[config.mk]
export PLATFORM = sky130hd
export DESIGN_NAME = escape_sequence_unescaper
export DESIGN_NICKNAME = d
export VERILOG_FILES = /design/src/rtl/esc_pkg.sv /design/src/rtl/escape_sequence_unescaper.sv /design/src/rtl/esc_decode.sv /design/src/rtl/esc_outq.sv
export SDC_FILE = /design/constraint.sdc
export NUM_CORES = 1
export LEC_CHECK = 0
export BUFFER_PORTS_ARGS = -buffer_cell sky130_fd_sc_hd__buf_2
export CORE_ASPECT_RATIO = 0.8
export CORE_MARGIN = 2
export CORE_UTILIZATION = 55
export DETAILED_ROUTE_END_ITERATION = 10
export HOLD_SLACK_MARGIN = 0.08
export PLACE_DENSITY_LB_ADDON = 0.3
export SLEW_MARGIN = 25
export SYNTH_ARGS = -nofsm -noshare
export SYNTH_HDL_FRONTEND = slang
export SYNTH_SLANG_ARGS = --single-unit
[constraint.sdc]
create_clock -name clk -period 6.45 [get_ports clk]
set_input_delay 1.29 -clock clk [delete_from_list [all_inputs] [get_ports clk]]
set_output_delay 1.29 -clock clk [all_outputs]
set_load 0.1 [all_outputs]
[src/rtl/esc_pkg.sv]
// esc_pkg: shared types and character codes for the escape sequence unescaper
// no dependencies; used by esc_decode, esc_outq and escape_sequence_unescaper
package esc_pkg;

	localparam logic [7:0] CHR_BSL   = 8'h5C;  // backslash
	localparam logic [7:0] CHR_CARET = 8'h5E;  // caret
	localparam logic [7:0] CHR_QMARK = 8'h3F;  // question mark
	localparam logic [7:0] CHR_DEL   = 8'h7F;  // caret-question result
	localparam logic [7:0] CHR_ZERO  = 8'h30;
	localparam logic [7:0] CHR_SEVEN = 8'h37;
	localparam logic [7:0] CHR_UC_A  = 8'h41;
	localparam logic [7:0] CHR_UC_Z  = 8'h5A;
	localparam logic [7:0] CHR_LC_A  = 8'h61;
	localparam logic [7:0] CHR_LC_Z  = 8'h7A;
	localparam logic [7:0] CHR_UC_E  = 8'h45;
	localparam logic [7:0] CHR_LC_B  = 8'h62;
	localparam logic [7:0] CHR_LC_E  = 8'h65;
	localparam logic [7:0] CHR_LC_N  = 8'h6E;
	localparam logic [7:0] CHR_LC_R  = 8'h72;
	localparam logic [7:0] CHR_LC_T  = 8'h74;

	localparam logic [7:0] CODE_BEL = 8'h07;
	localparam logic [7:0] CODE_BS  = 8'h08;
	localparam logic [7:0] CODE_ESC = 8'h1B;
	localparam logic [7:0] CODE_LF  = 8'h0A;
	localparam logic [7:0] CODE_CR  = 8'h0D;
	localparam logic [7:0] CODE_TAB = 8'h09;

	// output queue depth, also the most results one byte can produce
	localparam int QDEPTH = 2;

	typedef enum logic [4:0] {
		MODE_NORMAL = 5'b00001,
		MODE_BSL    = 5'b00010,
		MODE_CARET  = 5'b00100,
		MODE_OCT1   = 5'b01000,
		MODE_OCT2   = 5'b10000
	} mode_t;

	// results of decoding one raw byte
	typedef struct packed {
		logic [1:0] cnt;   // 0, 1 or 2 results
		logic [7:0] b0;    // first result
		logic [7:0] b1;    // second result
		logic       last;  // final result carries the end-of-string mark
	} result_t;

endpackage

[src/rtl/escape_sequence_unescaper.sv]
// escape_sequence_unescaper: backslash and caret escape decoder, top level
// a byte is registered, decoded and queued; results leave from the result queue
// throughput: one byte per cycle while out_stall is low and it yields zero or one result; a byte
//   yielding two waits until the single output port has drained the two-entry result queue
// reset: arst_n clears decode mode, octal value, input register and result queue
// depends on esc_pkg, esc_decode, esc_outq
module escape_sequence_unescaper (
	input  logic       clk,
	input  logic       arst_n,
	input  logic       in_valid,
	output logic       in_stall,
	input  logic [7:0] in_byte,
	input  logic       in_last,
	output logic       out_valid,
	input  logic       out_stall,
	output logic [7:0] out_byte,
	output logic       out_last
);

	// input register stage
	logic             valid_s1;
	logic [7:0]       byte_s1;
	logic             last_s1;

	esc_pkg::result_t res;
	logic [1:0]       free;
	logic             fire;

	// the registered byte moves on once the queue has room for all its results
	assign fire     = valid_s1 && (res.cnt <= free);
	assign in_stall = valid_s1 && !fire;

	always_ff @(posedge clk or negedge arst_n) begin
		if (!arst_n) begin
			valid_s1 <= 1'b0;
		end else if (!in_stall) begin
			valid_s1 <= in_valid;
		end
	end

	// payload only loads on a transfer
	always_ff @(posedge clk) begin
		if (in_valid && !in_stall) begin
			byte_s1 <= in_byte;
			last_s1 <= in_last;
		end
	end

	// escape state machine, advances only when the byte is consumed
	esc_decode u_decode (
		.clk    (clk),
		.arst_n (arst_n),
		.byte_i (byte_s1),
		.last_i (last_s1),
		.fire   (fire),
		.res    (res)
	);

	// result queue drives the output channel one byte per transfer
	esc_outq u_outq (
		.clk       (clk),
		.arst_n    (arst_n),
		.push      (fire),
		.res       (res),
		.free      (free),
		.out_valid (out_valid),
		.out_stall (out_stall),
		.out_byte  (out_byte),
		.out_last  (out_last)
	);

endmodule

[src/rtl/esc_decode.sv]
// esc_decode: escape state machine and per-byte decode logic
// depends on esc_pkg
module esc_decode (
	input  logic                clk,
	input  logic                arst_n,
	input  logic [7:0]          byte_i,
	input  logic                last_i,
	input  logic                fire,
	output esc_pkg::result_t    res
);

	esc_pkg::mode_t mode_q, mode_d;
	logic [7:0]     oct_q, oct_d;
	logic           is_oct, is_letter;

	assign is_oct = (byte_i >= esc_pkg::CHR_ZERO) && (byte_i <= esc_pkg::CHR_SEVEN);
	assign is_letter = ((byte_i >= esc_pkg::CHR_UC_A) && (byte_i <= esc_pkg::CHR_UC_Z)) ||
	                   ((byte_i >= esc_pkg::CHR_LC_A) && (byte_i <= esc_pkg::CHR_LC_Z));

	always_comb begin
		logic [7:0] tail;
		logic       has_tail;
		res      = '0;
		mode_d   = mode_q;
		oct_d    = oct_q;
		tail     = '0;
		has_tail = 1'b0;
		unique case (mode_q)
			esc_pkg::MODE_BSL: begin
				mode_d  = esc_pkg::MODE_NORMAL;
				res.cnt = 2'd1;
				if (is_oct) begin
					oct_d   = {5'd0, byte_i[2:0]};
					mode_d  = esc_pkg::MODE_OCT1;
					res.cnt = 2'd0;
				end else if (byte_i == esc_pkg::CHR_LC_A) begin
					res.b0 = esc_pkg::CODE_BEL;
				end else if (byte_i == esc_pkg::CHR_LC_B) begin
					res.b0 = esc_pkg::CODE_BS;
				end else if (byte_i == esc_pkg::CHR_LC_E || byte_i == esc_pkg::CHR_UC_E) begin
					res.b0 = esc_pkg::CODE_ESC;
				end else if (byte_i == esc_pkg::CHR_LC_N) begin
					res.b0 = esc_pkg::CODE_LF;
				end else if (byte_i == esc_pkg::CHR_LC_R) begin
					res.b0 = esc_pkg::CODE_CR;
				end else if (byte_i == esc_pkg::CHR_LC_T) begin
					res.b0 = esc_pkg::CODE_TAB;
				end else if (byte_i == esc_pkg::CHR_BSL || byte_i == esc_pkg::CHR_CARET) begin
					res.b0 = byte_i;
				end else begin
					res.b0  = esc_pkg::CHR_BSL;
					res.b1  = byte_i;
					res.cnt = 2'd2;
				end
			end
			esc_pkg::MODE_CARET: begin
				mode_d  = esc_pkg::MODE_NORMAL;
				res.cnt = 2'd1;
				if (byte_i == esc_pkg::CHR_QMARK) begin
					res.b0 = esc_pkg::CHR_DEL;
				end else if (is_letter) begin
					// a letter of either case maps to its low five bits, the uppercase letter minus '@'
					res.b0 = {3'd0, byte_i[4:0]};
				end else begin
					res.b0  = esc_pkg::CHR_CARET;
					res.b1  = byte_i;
					res.cnt = 2'd2;
				end
			end
			esc_pkg::MODE_OCT1, esc_pkg::MODE_OCT2: begin
				if (is_oct) begin
					oct_d = {oct_q[4:0], byte_i[2:0]};
					if (mode_q == esc_pkg::MODE_OCT2) begin
						res.b0  = {oct_q[4:0], byte_i[2:0]};
						res.cnt = 2'd1;
						mode_d  = esc_pkg::MODE_NORMAL;
					end else begin
						mode_d = esc_pkg::MODE_OCT2;
					end
				end else begin
					// flush pending value, then treat the byte as in normal mode
					res.b0  = oct_q;
					res.cnt = 2'd1;
					if (byte_i == esc_pkg::CHR_BSL) begin
						mode_d = esc_pkg::MODE_BSL;
					end else if (byte_i == esc_pkg::CHR_CARET) begin
						mode_d = esc_pkg::MODE_CARET;
					end else begin
						mode_d  = esc_pkg::MODE_NORMAL;
						res.b1  = byte_i;
						res.cnt = 2'd2;
					end
				end
			end
			default: begin
				if (byte_i == esc_pkg::CHR_BSL) begin
					mode_d = esc_pkg::MODE_BSL;
				end else if (byte_i == esc_pkg::CHR_CARET) begin
					mode_d = esc_pkg::MODE_CARET;
				end else begin
					mode_d  = esc_pkg::MODE_NORMAL;
					res.b0  = byte_i;
					res.cnt = 2'd1;
				end
			end
		endcase

		if (last_i) begin
			priority if (mode_d == esc_pkg::MODE_BSL) begin
				tail     = esc_pkg::CHR_BSL;
				has_tail = 1'b1;
			end else if (mode_d == esc_pkg::MODE_CARET) begin
				tail     = esc_pkg::CHR_CARET;
				has_tail = 1'b1;
			end else if (mode_d == esc_pkg::MODE_OCT1 || mode_d == esc_pkg::MODE_OCT2) begin
				tail     = oct_d;
				has_tail = 1'b1;
			end else begin
				has_tail = 1'b0;
			end
			if (has_tail) begin
				if (res.cnt == 2'd0) begin
					res.b0 = tail;
				end else begin
					res.b1 = tail;
				end
				res.cnt = res.cnt + 2'd1;
			end
			res.last = 1'b1;
			mode_d   = esc_pkg::MODE_NORMAL;
			oct_d    = '0;
		end
	end

	always_ff @(posedge clk or negedge arst_n) begin
		if (!arst_n) begin
			mode_q <= esc_pkg::MODE_NORMAL;
			oct_q  <= '0;
		end else if (fire) begin
			mode_q <= mode_d;
			oct_q  <= oct_d;
		end
	end

	// end of string always produces a result and returns to normal mode
	a_last_has_result: assert property (@(posedge clk) disable iff (!arst_n)
		fire && last_i |-> res.cnt != 2'd0)
		else $error("string end produced no result");
	a_last_resets: assert property (@(posedge clk) disable iff (!arst_n)
		fire && last_i |=> mode_q == esc_pkg::MODE_NORMAL && oct_q == 8'd0)
		else $error("state not cleared after string end");
	a_mode_onehot: assert property (@(posedge clk) disable iff (!arst_n)
		$onehot(mode_q))
		else $error("decode mode not one-hot");

endmodule

[src/rtl/esc_outq.sv]
// esc_outq: two-entry result queue between decode and the output channel
// depends on esc_pkg
module esc_outq (
	input  logic             clk,
	input  logic             arst_n,
	input  logic             push,
	input  esc_pkg::result_t res,
	output logic [1:0]       free,
	output logic             out_valid,
	input  logic             out_stall,
	output logic [7:0]       out_byte,
	output logic             out_last
);

	logic [7:0] byte_q [esc_pkg::QDEPTH];
	logic       last_q [esc_pkg::QDEPTH];
	logic [7:0] byte_d [esc_pkg::QDEPTH];
	logic       last_d [esc_pkg::QDEPTH];
	logic [1:0] cnt_q, cnt_d, base;
	logic       pop;

	assign pop       = out_valid && !out_stall;
	assign out_valid = cnt_q != 2'd0;
	assign out_byte  = byte_q[0];
	assign out_last  = last_q[0];
	assign free      = 2'(esc_pkg::QDEPTH) - cnt_q + {1'b0, pop};
	assign base      = cnt_q - {1'b0, pop};

	always_comb begin
		byte_d[0] = pop ? byte_q[1] : byte_q[0];
		last_d[0] = pop ? last_q[1] : last_q[0];
		byte_d[1] = byte_q[1];
		last_d[1] = last_q[1];
		cnt_d     = base;
		if (push && res.cnt != 2'd0) begin
			if (base == 2'd0) begin
				byte_d[0] = res.b0;
				last_d[0] = res.last && (res.cnt == 2'd1);
				byte_d[1] = res.b1;
				last_d[1] = res.last;
			end else begin
				byte_d[1] = res.b0;
				last_d[1] = res.last;
			end
			cnt_d = base + res.cnt;
		end
	end

	always_ff @(posedge clk or negedge arst_n) begin
		if (!arst_n) begin
			cnt_q <= '0;
		end else begin
			cnt_q <= cnt_d;
		end
	end

	always_ff @(posedge clk) begin
		for (int i = 0; i < esc_pkg::QDEPTH; i++) begin
			byte_q[i] <= byte_d[i];
			last_q[i] <= last_d[i];
		end
	end

	a_no_overflow: assert property (@(posedge clk) disable iff (!arst_n)
		cnt_q <= 2'(esc_pkg::QDEPTH))
		else $error("result queue overflow");
	a_push_fits: assert property (@(posedge clk) disable iff (!arst_n)
		push |-> res.cnt <= free)
		else $error("push exceeds free queue space");
	a_stall_holds: assert property (@(posedge clk) disable iff (!arst_n)
		out_valid && out_stall |=> out_valid && $stable(out_byte) && $stable(out_last))
		else $error("stalled output changed");

endmodule

# Yosys cells after proc, flatten, opt, wreduce, memory -nomap -nowiden
# Memories as Yosys holds them, arrays and structs flattened.
# Cells that the tools add are included.
# word_totals
ramBits,18
register_bits,25
out_inout_bits,11
input_bits,13
word_cells,130
n_memories,2
# memory_table
name,words,word_bits,read_ports,rd_clocked_by_memory_dff,wr,line,rtl
u_outq.byte_q,2,8,2,0,2,esc_outq.sv:15,logic [7:0] byte_q [esc_pkg::QDEPTH];
u_outq.last_q,2,1,2,0,2,esc_outq.sv:16,logic last_q [esc_pkg::QDEPTH];
# op_classes
add_sub_neg,5
n_eq_ne,19
n_reduce_logical,21
mux,70
order_cmp,7
# op_table
operator,n
$mux W8,31
$eq A8 B7 Y1 const B,9
$mux W16,2
$pmux W10 S3,1
$mux W2,14
$pmux W8 S3,1
$mux W10,2
$mux W19,1
$mux W18,1
$mux W9,2
$ge A8 B7 Y1 const B,2
$le A8 B7 Y1 const B,2
$pmux W8 S2,1
$mux W5,3
$pmux W5 S3,1
$eq A5 B2 Y1 const B,2
$eq A5 B3 Y1 const B,2
$eq A5 B4 Y1 const B,2
$eq A5 B5 Y1 const B,2
$logic_and A1 B1 Y1,9
$eq A8 B6 Y1 const B,1
$ge A8 B6 Y1 const B,1
$le A8 B6 Y1 const B,1
$mux W7,1
other kinds (15),28

# Logic depth before layout (Yosys ltp)
# Gate-level depths: netlist of run 1.
# logic_depth
word_depth,21
mapped_depth,20
mapped_depth_nobuf,16

# By module
# Synthesis of run 1 repeated with hierarchy kept, for this count alone.
# hier_totals
cells_unflattened,323
hier_area_um2,3118.0
# modules_own_cells
mod,instances,area_each_um2,seq_area_each_um2,cells_each
esc_decode,1,1696.6,326.6,225
esc_outq,1,1036.0,500.5,76
escape_sequence_unescaper,1,385.4,295.3,22

# Worst setup path before layout of run 1
# No wires, ideal clock.
# synth_path
path_type,register to output
from,register u_decode.mode_q[2]
to,output port in_stall
slack_ns,0.925
arrival_ns,4.235
path_stages_with_launch,12
path_cell_list,dfrtp_1 > buf_2 > nor3b_1 > o211ai_2 > or4_1 > o211ai_2 > inv_1 > ha_1 > a21o_1 > ha_1 > nand3_1 > o211ai_1
# synth_via
elab_chain_cells,16
# synth_rtl
item,line,rtl
"start, declared",esc_decode.sv:12,"esc_pkg::mode_t mode_q, mode_d;"
"start signal, assigned",esc_decode.sv:137,mode_q <= esc_pkg::MODE_NORMAL;
"start signal, assigned",esc_decode.sv:140,mode_q <= mode_d;
$eq A5 B5 Y1,"esc_decode.sv:28, esc_decode.sv:73",
$mux W5,esc_decode.sv:73,if (mode_q == esc_pkg::MODE_OCT2) begin
$mux W5,esc_decode.sv:71,if (is_oct) begin
$pmux W5 S3,esc_decode.sv:28,unique case (mode_q)
$eq A5 B4 Y1 or $eq A5 B5 Y1 (tied branches),esc_decode.sv:115,end else if (mode_d == esc_pkg::MODE_OCT1 || mode_d == esc_pkg::MODE_OCT2) begin
$logic_or A1 B1 Y1,esc_decode.sv:115,
$mux W1,esc_decode.sv:115,
$mux W1,esc_decode.sv:112,end else if (mode_d == esc_pkg::MODE_CARET) begin
$mux W1,esc_decode.sv:109,priority if (mode_d == esc_pkg::MODE_BSL) begin
$mux W1,esc_decode.sv:108,if (last_i) begin
$mux W18,esc_decode.sv:121,if (has_tail) begin
$mux W19 (*),esc_decode.sv:108,
$le A2 B2 Y1 (*),escape_sequence_unescaper.sv:30,assign fire = valid_s1 && (res.cnt <= free);
$logic_and A1 B1 Y1 (*),escape_sequence_unescaper.sv:30,
$logic_not A1 Y1 (*),escape_sequence_unescaper.sv:31,assign in_stall = valid_s1 && !fire;
$logic_and A1 B1 Y1 (*),escape_sequence_unescaper.sv:31,
"end, declared",escape_sequence_unescaper.sv:11,"output logic in_stall,"
# Mark *: on every way between the ends. The rest lies on a longest branch, timed or not. The select of a mux whose other input is x is not followed.

# Worst setup path after layout of run 1
# layout_path
from,register byte_s1[4]
to,output port in_stall
# layout_via
elab_chain_cells,18
# layout_rtl
item,line,rtl
"start, declared",escape_sequence_unescaper.sv:22,logic [7:0] byte_s1;
"start signal, assigned",escape_sequence_unescaper.sv:44,byte_s1 <= in_byte;
$eq A8 B7 Y1 (on tied branches),--,
$logic_or A1 B1 Y1,esc_decode.sv:48,end else if (byte_i == esc_pkg::CHR_BSL || byte_i == esc_pkg::CHR_CARET) begin
$mux W2,esc_decode.sv:48,
$mux W2,esc_decode.sv:46,end else if (byte_i == esc_pkg::CHR_LC_T) begin
$mux W2,esc_decode.sv:44,end else if (byte_i == esc_pkg::CHR_LC_R) begin
$mux W2,esc_decode.sv:42,end else if (byte_i == esc_pkg::CHR_LC_N) begin
$mux W2,esc_decode.sv:40,end else if (byte_i == esc_pkg::CHR_LC_E || byte_i == esc_pkg::CHR_UC_E) begin
$mux W2,esc_decode.sv:38,end else if (byte_i == esc_pkg::CHR_LC_B) begin
(+2 left out),--,
$pmux W10 S3,esc_decode.sv:28,
$add A2 B1 Y2,esc_decode.sv:127,res.cnt = res.cnt + 2'd1;
$mux W18,esc_decode.sv:121,
$mux W19 (*),esc_decode.sv:108,
$le A2 B2 Y1 (*),escape_sequence_unescaper.sv:30,
$logic_and A1 B1 Y1 (*),escape_sequence_unescaper.sv:30,
$logic_not A1 Y1 (*),escape_sequence_unescaper.sv:31,
$logic_and A1 B1 Y1 (*),escape_sequence_unescaper.sv:31,
# Marked as above.

==> flow_metrics.tcl, run 1 <==
set metrics [dict create \
    critPathLaunchType "register" \
    cp_cell_sequence "nand4bb_1 > or3_1 > a21oi_1 > nor3_1 > o21ai_2 > inv_1 > ha_1 > a21o_1 > ha_1 > nand3b_1 > o211ai_1 > buf_2" \
    vdd_drop_max_uv 165 \
    io_buffer_count 23 \
    die_w_um 90.5 \
    rsz0062_at_grt "false" \
    cp-end-kind "output port" \
    grt_pass1_wl_um 13900 \
    synth_cell_types 78 \
    finalCritPeriodShare_pct 87.8 \
    fin_skew_ps 17.3 \
    diodes 0 \
    status "finished clean" \
    layout_min_cycle_time_ps 5660 \
    rows 25 \
    fillers 535 \
    groute.usage.overall_pct 26.1 \
    path_common_cell "ha_1" \
    synth_edf_count 18 \
    cp_top_family "compound AO/OA/AOI/OAI gates" \
    htree_levels 2 \
    die_h_um 73.2 \
    cap_violations 0 \
    crit_slowest_cell "edfxtp_1" \
    vias 3014 \
    avgSynthCellArea_um2 9.07 \
    clock_path_buffers 2 \
    root_buffer "clkbuf_8" \
    first_iter_violations 321 \
    cts_resized 0 \
    tightest_slew_ps 752 \
    max_freq_mhz 177 \
    floorplan.initialDensity_pct 56.3 \
    final_common_cell "nand2_1" \
    synth_seq_cells 43 \
    area_growth_pct 4.87 \
    dp_hpwl_um 6370 \
    critPathMaxStageDelay_ps 610 \
    setup_viol 0 \
    finalHoldViolCount 0 \
    ys_seq_area_share_pct 34.1 \
    worst_skew_pair.late_latency_ps 300 \
    path_buf_inv 2 \
    tns_ps 0 \
    cts_tree "done" \
    firstDrtPassIters 6 \
    async_reset_ff_share_pct 37.2 \
    fin_area_mm2 0.00345 \
    synth_warnings 0 \
    syn_inst 363 \
    syn-cell-area_mm2 0.00329 \
    wl_per_cell_um 19.1 \
    final-max-slew-violation-count 0 \
    layout-drive-gt1-share_pct 15.0 \
    postRouteAntennaNets 0 \
    overflow 0 \
    critPathKind "register to output port" \
    via_per_inst 6.73 \
    synth_nets 381 \
    antenna_found_initial 0 \
    ys.flop_type "edfxtp_1" \
    cp_max_fo 15 \
    p_leak_uw 0.00136 \
    layout_common_cells "nand2_1, nor2_1, buf_2, mux2i_1, inv_1" \
    wl_um 8540 \
    final_nets 384 \
    ctsHoldBuffers 0 \
    arrival_ps 4370 \
    holdCritPathClass "register to register" \
    dieArea_mm2 0.00662 \
    slew_headroom_pct 49.5 \
    post-route-drc-count 0 \
    gpl.final_weighted_congestion 0.967 \
    grt_max_degree 17 \
    ios 24 \
    cts_setup_buffers 0 \
    grt_pass1_vias 2728 \
    worstPathRequired_ps 5160 \
    placed_area_mm2 0.00335 \
    cts-buffers-inserted 5 \
    coreArea_mm2 0.00585 \
    cts_sinks 43 \
    cellPowerDensity_mw_per_mm2 441 \
    clkTransAtPathRegs_ps 80 \
]
## Yosys cell counts, types with 3 or more instances
library cell	number	area, um2
nor4_1	3	18.8
nand2b_1	5	31.3
nand4_1	4	25.0
o21ai_0	14	70.1
nor3_1	10	50.1
a211oi_1	5	37.5
nand2_1	30	113
a21oi_1	17	85.1
xor2_1	3	26.3
nor2_1	23	86.3
mux2i_1	22	220
o2bb2ai_1	6	52.6
nand3b_1	4	30.0
a32oi_1	4	35.0
a31oi_1	3	18.8
o221ai_1	6	52.6
edfxtp_1	18	541
dfrtp_1	15	375
buf_6	4	45.0
a221o_1	3	30.0
inv_1	21	78.8
buf_2	3	15.0
dfxtp_1	9	180
clkbuf_1	13	48.8
a21o_1	3	22.5
a221oi_1	7	61.3
nand3_1	16	80.1
xnor2_1	7	61.3
and2_1	4	25.0
buf_4	9	67.6
or4_1	4	30.0
o211ai_1	3	22.5
ha_1	5	62.6
## sequential cells by signal, indices dropped and copies added (netlist names)
register / count
u_outq.byte_q: 16
byte_s1: 8
u_decode.oct_q: 8
u_decode.mode_q: 5
u_outq.cnt_q: 2
u_outq.last_q: 2
last_s1: 1
valid_s1: 1
## where the power goes
part / total (uW) / switching, uW / internal [uW]
Clock: 196 / 95.2 / 100
Combinational: 830 / 588 / 242
Sequential: 496 / 89.3 / 407
## kinds of logic (layout without fill, tap and decap cells)
kind of cell	count (synthesis)	after routing	synth area share (%)
and+or+nand+nor	125	125	20.5
AOI/OAI and AO/OA	100	100	23.3
buffers and inverters	51	55	7.87
DFF	43	43	34.1
muxes	29	29	9.73
xor gates and xnor gates	10	10	2.66
adders and majority gates	5	5	1.90
## worst register-to-register path, cell delays in order (launching register included)
cell,delay [ps]
edfxtp_1,610
nand4bb_1,340
or3_1,400
a21oi_1,260
nor3_1,110
o21ai_2,570
inv_1,110
ha_1,350
a21o_1,220
ha_1,350
nand2b_1,150
nand3_1,150
a31oi_1,100
mux2i_2,540
nand2_2,190
mux2_1,350
## stage by stage
step / total power, uW / setup WS (ps) / hold slack [ps] / std cells / utilization, %
after global routing: 1600 / 550 / 565 / 448 / 59.0
after floorplan: 1190 / 925 / 478 / 363 / -
final: 1520 / 786 / 523 / 448 / 59.0
after detailed placement: 1320 / 1160 / 509 / 440 / 57.3
after global placement: 1290 / 1290 / 499 / 440 / 57.3
after CTS: 1510 / 844 / 527 / 448 / 59.0
## metal layers
layer / wire length (um) / track usage (%) / part of all wire, % / vias to the layer above
li1: - / - / - / 1375
met1: 3870 / 36.9 / 45 / 1468
met2: 3820 / 42.4 / 45 / 157
met3: 754 / 5.06 / 8.8 / 14
met4: 92 / 5.30 / 1.1 / 0
met5: 0 / 0 / 0 / -
## worst paths after layout
| check | startpoint | to | slack [ps] | depth (start not counted) |
|---|---|---|---|---|
| worst max-delay path | byte_s1[4] | in_stall | 790 | 12 |
| min in group asynchronous | arst_n | u_outq.cnt_q[0] | 890 | 1 |
| worst min register to register | u_outq.byte_q[0][15] | u_outq.byte_q[0][7] | 520 | 2 |
| worst max register to register | byte_s1[4] | u_decode.mode_q[1] | 1550 | 15 |
| worst min-delay path | u_outq.byte_q[0][15] | u_outq.byte_q[0][7] | 520 | 2 |
| max in group asynchronous | arst_n | u_decode.mode_q[0] | 5260 | 1 |
## cell type report
type	count	area, um2	share of cell area, %
clock buffer	8	101	2.94
sequential	43	1120	32.5
multi-input combinational	269	1910	55.3
timing repair buffer	26	138	3.99
inverter	21	78.8	2.28
tap	81	101	2.94
Power figures use the tool's default switching activity.
==> run 2, diff against run 1 <==
--- a/config.mk
+++ b/config.mk
@@ -6,7 +6,7 @@
 export NUM_CORES = 1
 export LEC_CHECK = 0
 export BUFFER_PORTS_ARGS = -buffer_cell sky130_fd_sc_hd__buf_2
-export CORE_ASPECT_RATIO = 0.8
+export CORE_ASPECT_RATIO = 0.7
 export CORE_MARGIN = 2
 export CORE_UTILIZATION = 55
 export DETAILED_ROUTE_END_ITERATION = 10
==> flow_metrics.tcl, run 2 (same netlist as run 1, synthesis figures left out) <==
set metrics [dict create \
    status "finished clean" \
    antenna_found_initial 0 \
    cp_max_fo 15 \
    final_common_cell "nand2_1" \
    die_h_um 68.7 \
    regArea_mm2 0.00112 \
    arrival_ps 4320 \
    coreArea_mm2 0.00576 \
    hp-start "u_outq.byte_q[0][9]" \
    largest_register_ffs 16 \
    first_iter_violations 385 \
    top_regs "u_outq.byte_q (16), byte_s1 (8), u_decode.oct_q (8)" \
    overflow 0 \
    critPathKind "register to output port" \
    root_buffer "clkbuf_8" \
    grt_max_degree 17 \
    gpl.final_weighted_congestion 0.988 \
    area_growth_pct 4.75 \
    dieArea_mm2 0.00663 \
    rsz0062_at_grt "false" \
    cellPowerDensity_mw_per_mm2 444 \
    floorplan.initialDensity_pct 57.2 \
    r2r-start "byte_s1[4]" \
    finalHoldViolCount 0 \
    p_leak_uw 0.00136 \
    cts-buffers-inserted 5 \
    cts_setup_buffers 0 \
    holdCritPathClass "register to register" \
    top_register "u_outq.byte_q" \
    via_per_inst 6.62 \
    layout_min_cycle_time_ps 5610 \
    finalCritPeriodShare_pct 87.0 \
    tightest_slew_ps 949 \
    startpoint "byte_s1[4]" \
    cp-end-kind "output port" \
    clkTransAtPathRegs_ps 80 \
    htree_levels 2 \
    wl_per_cell_um 18.9 \
    fin_skew_ps 7.23 \
    rows 23 \
    clock_path_buffers 2 \
    diodes 0 \
    layout-drive-gt1-share_pct 15.3 \
    critPathLaunchType "register" \
    slew_headroom_pct 36.8 \
    dp_hpwl_um 6270 \
    post-route-drc-count 0 \
    worstPathRequired_ps 5160 \
    ctsHoldBuffers 0 \
    fillers 492 \
    worst_skew_pair.late_latency_ps 310 \
    grt_pass1_wl_um 13100 \
    grt_pass1_vias 2532 \
    vias 2920 \
    firstDrtPassIters 8 \
    p_total_uw 1530 \
    wl_um 8350 \
    final-max-slew-violation-count 0 \
    cts_tree "done" \
    setup_viol 0 \
    io_buffer_count 23 \
    cts_sinks 43 \
    groute.usage.overall_pct 26.2 \
    cap_violations 0 \
    ios 24 \
    max_freq_mhz 178 \
    postRouteAntennaNets 0 \
    final_nets 383 \
    cts_resized 0 \
    die_w_um 96.5 \
    layout_common_cells "nand2_1, nor2_1, buf_2, mux2i_1, inv_1" \
    multi_input_area_mm2 0.00191 \
    tns_ps 0 \
    vdd_drop_max_uv 181 \
]
-- run 2: changes by cell type in the layout (fill, tap and decap cells not counted) --
cell       previous run  this run
bufinv_16             0         1
clkinv_2              0         1
clkbuf_16             1         0
buf_4                 3         2
clkbuf_1              2         0
clkinv_4              0         1
-- run 2: stage by stage --
stage	worst slack (ps)	cells	hold WS [ps]	instance area (um2)	utilization, %
after global routing	586	441	545	3450	59.9
after CTS	874	441	535	3450	59.9
after global placement	1290	433	497	3340	58.0
after floorplan	925	363	478	3290	-
final	837	441	529	3450	59.9
after detailed placement	1200	433	515	3340	58.0
-- run 2: final cells by class --
| type | count | share of cell area [%] |
|---|---|---|
| inverters | 21 | 2.29 |
| repair buffers | 25 | 3.77 |
| multi-input cells | 269 | 55.4 |
| clock buffers | 5 | 2.00 |
| clock inverters | 3 | 1.27 |
| flip-flops and latches | 43 | 32.5 |
| well taps | 75 | 2.72 |
-- run 2: final timing paths --
check | to | slack, ps | cells after the start
setup reg to reg | u_outq.cnt_q[0] | 1260 | 16
max in group asynchronous | u_decode.mode_q[0] | 5250 | 1
hold reg to reg | u_outq.byte_q[0][1] | 530 | 2
hold / removal | u_outq.byte_q[0][1] | 530 | 2
setup / recovery | in_stall | 840 | 12
min in group asynchronous | u_decode.mode_q[4] | 880 | 1
-- run 2: worst max-delay path, stage by stage, from the launching register on --
cell and delay, ps:
edfxtp_1 590, nand4bb_1 330, or3_1 410, a21oi_1 260, nor3_1 100, o21ai_2 550
inv_1 100, ha_1 340, a21o_1 210, ha_1 340, nand3b_1 210, o211ai_1 110
buf_2 450
-- run 2: power breakdown --
part | switching (uW) | internal [uW] | total, uW
registers | 86.6 | 407 | 494
clock network | 100 | 115 | 215
logic | 585 | 236 | 821
total | 772 | 759 | 1530
-- run 2: metal layers --
layer,GRT usage [%],vias up,wire [um]
li1,-,1367,-
met1,40.9,1383,4050
met2,38.4,148,3460
met3,4.67,22,748
met4,3.70,0,89
met5,0,-,0
==> run 3, diff against run 2 <==
--- a/config.mk
+++ b/config.mk
@@ -8,11 +8,13 @@
 export BUFFER_PORTS_ARGS = -buffer_cell sky130_fd_sc_hd__buf_2
 export CORE_ASPECT_RATIO = 0.7
 export CORE_MARGIN = 2
-export CORE_UTILIZATION = 55
+export CORE_UTILIZATION = 35
 export DETAILED_ROUTE_END_ITERATION = 10
 export HOLD_SLACK_MARGIN = 0.08
 export PLACE_DENSITY_LB_ADDON = 0.3
+export REMOVE_ABC_BUFFERS = 1
 export SLEW_MARGIN = 25
 export SYNTH_ARGS = -nofsm -noshare
 export SYNTH_HDL_FRONTEND = slang
 export SYNTH_SLANG_ARGS = --single-unit
+export TNS_END_PERCENT = 10
==> flow_metrics.tcl, run 3 (same netlist as run 1, synthesis figures left out) <==
set metrics [dict create \
    status "finished clean" \
    firstDrtPassIters 5 \
    coreArea_mm2 0.00911 \
    area_growth_pct 9.24 \
    dp_hpwl_um 6670 \
    antenna_found_initial 0 \
    cts_sinks 43 \
    dieArea_mm2 0.0102 \
    p_leak_uw 0.00140 \
    wl_per_cell_um 17.5 \
    rsz0062_at_grt "false" \
    first_iter_violations 237 \
    multi_input_area_mm2 0.00191 \
    rows 29 \
    holdCritPathClass "register to register" \
    cts-buffers-inserted 5 \
    via_per_inst 5.95 \
    fin_skew_ps 7.83 \
    cts_tree "done" \
    cts_setup_buffers 0 \
    clock_path_buffers 2 \
    final-max-slew-violation-count 0 \
    ctsHoldBuffers 0 \
    wl_um 8600 \
    fin_ws_ps 794 \
    p_int_uw 871 \
    tightest_slew_ps 774 \
    cap_violations 0 \
    top_regs "u_outq.byte_q (16), byte_s1 (8), u_decode.oct_q (8)" \
    postRouteAntennaNets 0 \
    pre_cts_slack_ps 1130 \
    floorplan.initialDensity_pct 36.1 \
    cp_cell_sequence "nand4bb_1 > or3_1 > a21oi_1 > nor3_1 > o21ai_2 > inv_1 > ha_1 > a21o_1 > ha_1 > nand3b_1 > o211ai_1 > buf_2" \
    pwr-share-clk_pct 20.0 \
    fin_hold_ws_ps 518 \
    die_w_um 120 \
    setup_viol 0 \
    finalCritPeriodShare_pct 87.7 \
    io_buffer_count 23 \
    path_buf_inv 2 \
    ios 24 \
    htree_levels 2 \
    worstPathRequired_ps 5160 \
    top_register "u_outq.byte_q" \
    grt_max_degree 17 \
    largest_register_ffs 16 \
    clkTransAtPathRegs_ps 60 \
    post-route-drc-count 0 \
    post-place-cells 483 \
    root_buffer "clkbuf_16" \
    die_h_um 85.1 \
    critPathLaunchType "register" \
    groute.usage.overall_pct 17.6 \
    max_freq_mhz 177 \
    slew_headroom_pct 48.0 \
    worst_skew_pair.late_latency_ps 290 \
    critPathMaxStageDelay_ps 580 \
    critPathKind "register to output port" \
    arrival_ps 4370 \
    fin_area_mm2 0.00360 \
    cp-end-kind "output port" \
    cp_top_family "compound AO/OA/AOI/OAI gates" \
    placed_area_mm2 0.00340 \
    grt_pass1_vias 2715 \
    swShare_pct 47.2 \
    layout_min_cycle_time_ps 5660 \
    vdd_drop_max_uv 159 \
    cellPowerDensity_mw_per_mm2 459 \
    gpl.final_weighted_congestion 1.02 \
    layout-drive-gt1-share_pct 15.5 \
    final_common_cell "nand2_1" \
    p_comb_share_pct 50.1 \
    fin_cells 491 \
    grt_pass1_wl_um 14200 \
    overflow 0 \
    sequentialPowerShare_pct 29.9 \
    cp_max_fo 15 \
    final_nets 384 \
    fillers 922 \
    path_common_cell "ha_1" \
    diodes 0 \
    cts_resized 0 \
    crit_slowest_cell "edfxtp_1" \
    vias 2921 \
    regArea_mm2 0.00112 \
    finalHoldViolCount 0 \
    layout_common_cells "nand2_1, nor2_1, buf_2, mux2i_1, inv_1" \
    tns_ps 0 \
    p_switching_uw 779 \
]
[run 3: changes by cell type in the layout (fill, tap and decap cells not counted), sizes merged]
cell    delta
clkinv     -2
buf        +1
bufinv     +1
inv        +1
[run 3: path summary, 6_finish.rpt]
path / start / endpoint / slack (ps) / depth (start not counted)
worst max-delay path: byte_s1[4] / in_stall / 790 / 12
worst min-delay path: u_outq.byte_q[0][15] / u_outq.byte_q[0][7] / 520 / 2
worst max register to register: byte_s1[4] / u_outq.byte_q[0][6] / 1410 / 17
worst min register to register: u_outq.byte_q[0][15] / u_outq.byte_q[0][7] / 520 / 2
max in group asynchronous: arst_n / u_decode.mode_q[0] / 5250 / 1
min in group asynchronous: arst_n / u_decode.oct_q[2] / 900 / 1
[run 3: layout make-up]
cell class	instances	share of cell area (%)
multi-input combinational	269	53.1
sequential	43	31.2
tap	124	4.31
timing repair buffer	26	3.83
clock buffer	5	3.48
inverter	21	2.19
clock inverter	3	1.84
[run 3: power by group through the flow]
stage               sequential, uW  combinational [uW]  clock, uW
global route                   509                 892        348
finish                         494                 826        330
global placement               495                 818          0
floorplan                      690                 451          0
CTS                            494                 830        337
detailed placement             500                 826          0
[run 3: worst min-delay path, delay by kind of cell, from the launching register on]
family | cells | cell delay (ps)
flip-flops | 1 | 320
multiplexers | 2 | 170
[run 3: metal layers]
metal / vias to the layer above / wire (um) / GRT usage [%]
li1: 1383 / - / -
met1: 1379 / 4210 / 26.9
met2: 144 / 3390 / 24.2
met3: 15 / 886 / 4.91
met4: 0 / 116 / 4.06
met5: - / 0 / 0
[run 3: through the flow]
stage               util (%)  power (uW)
floorplan                  -        1140
global placement        37.4        1310
detailed placement      37.4        1330
CTS                     39.5        1660
global route            39.5        1750
finish                  39.5        1650
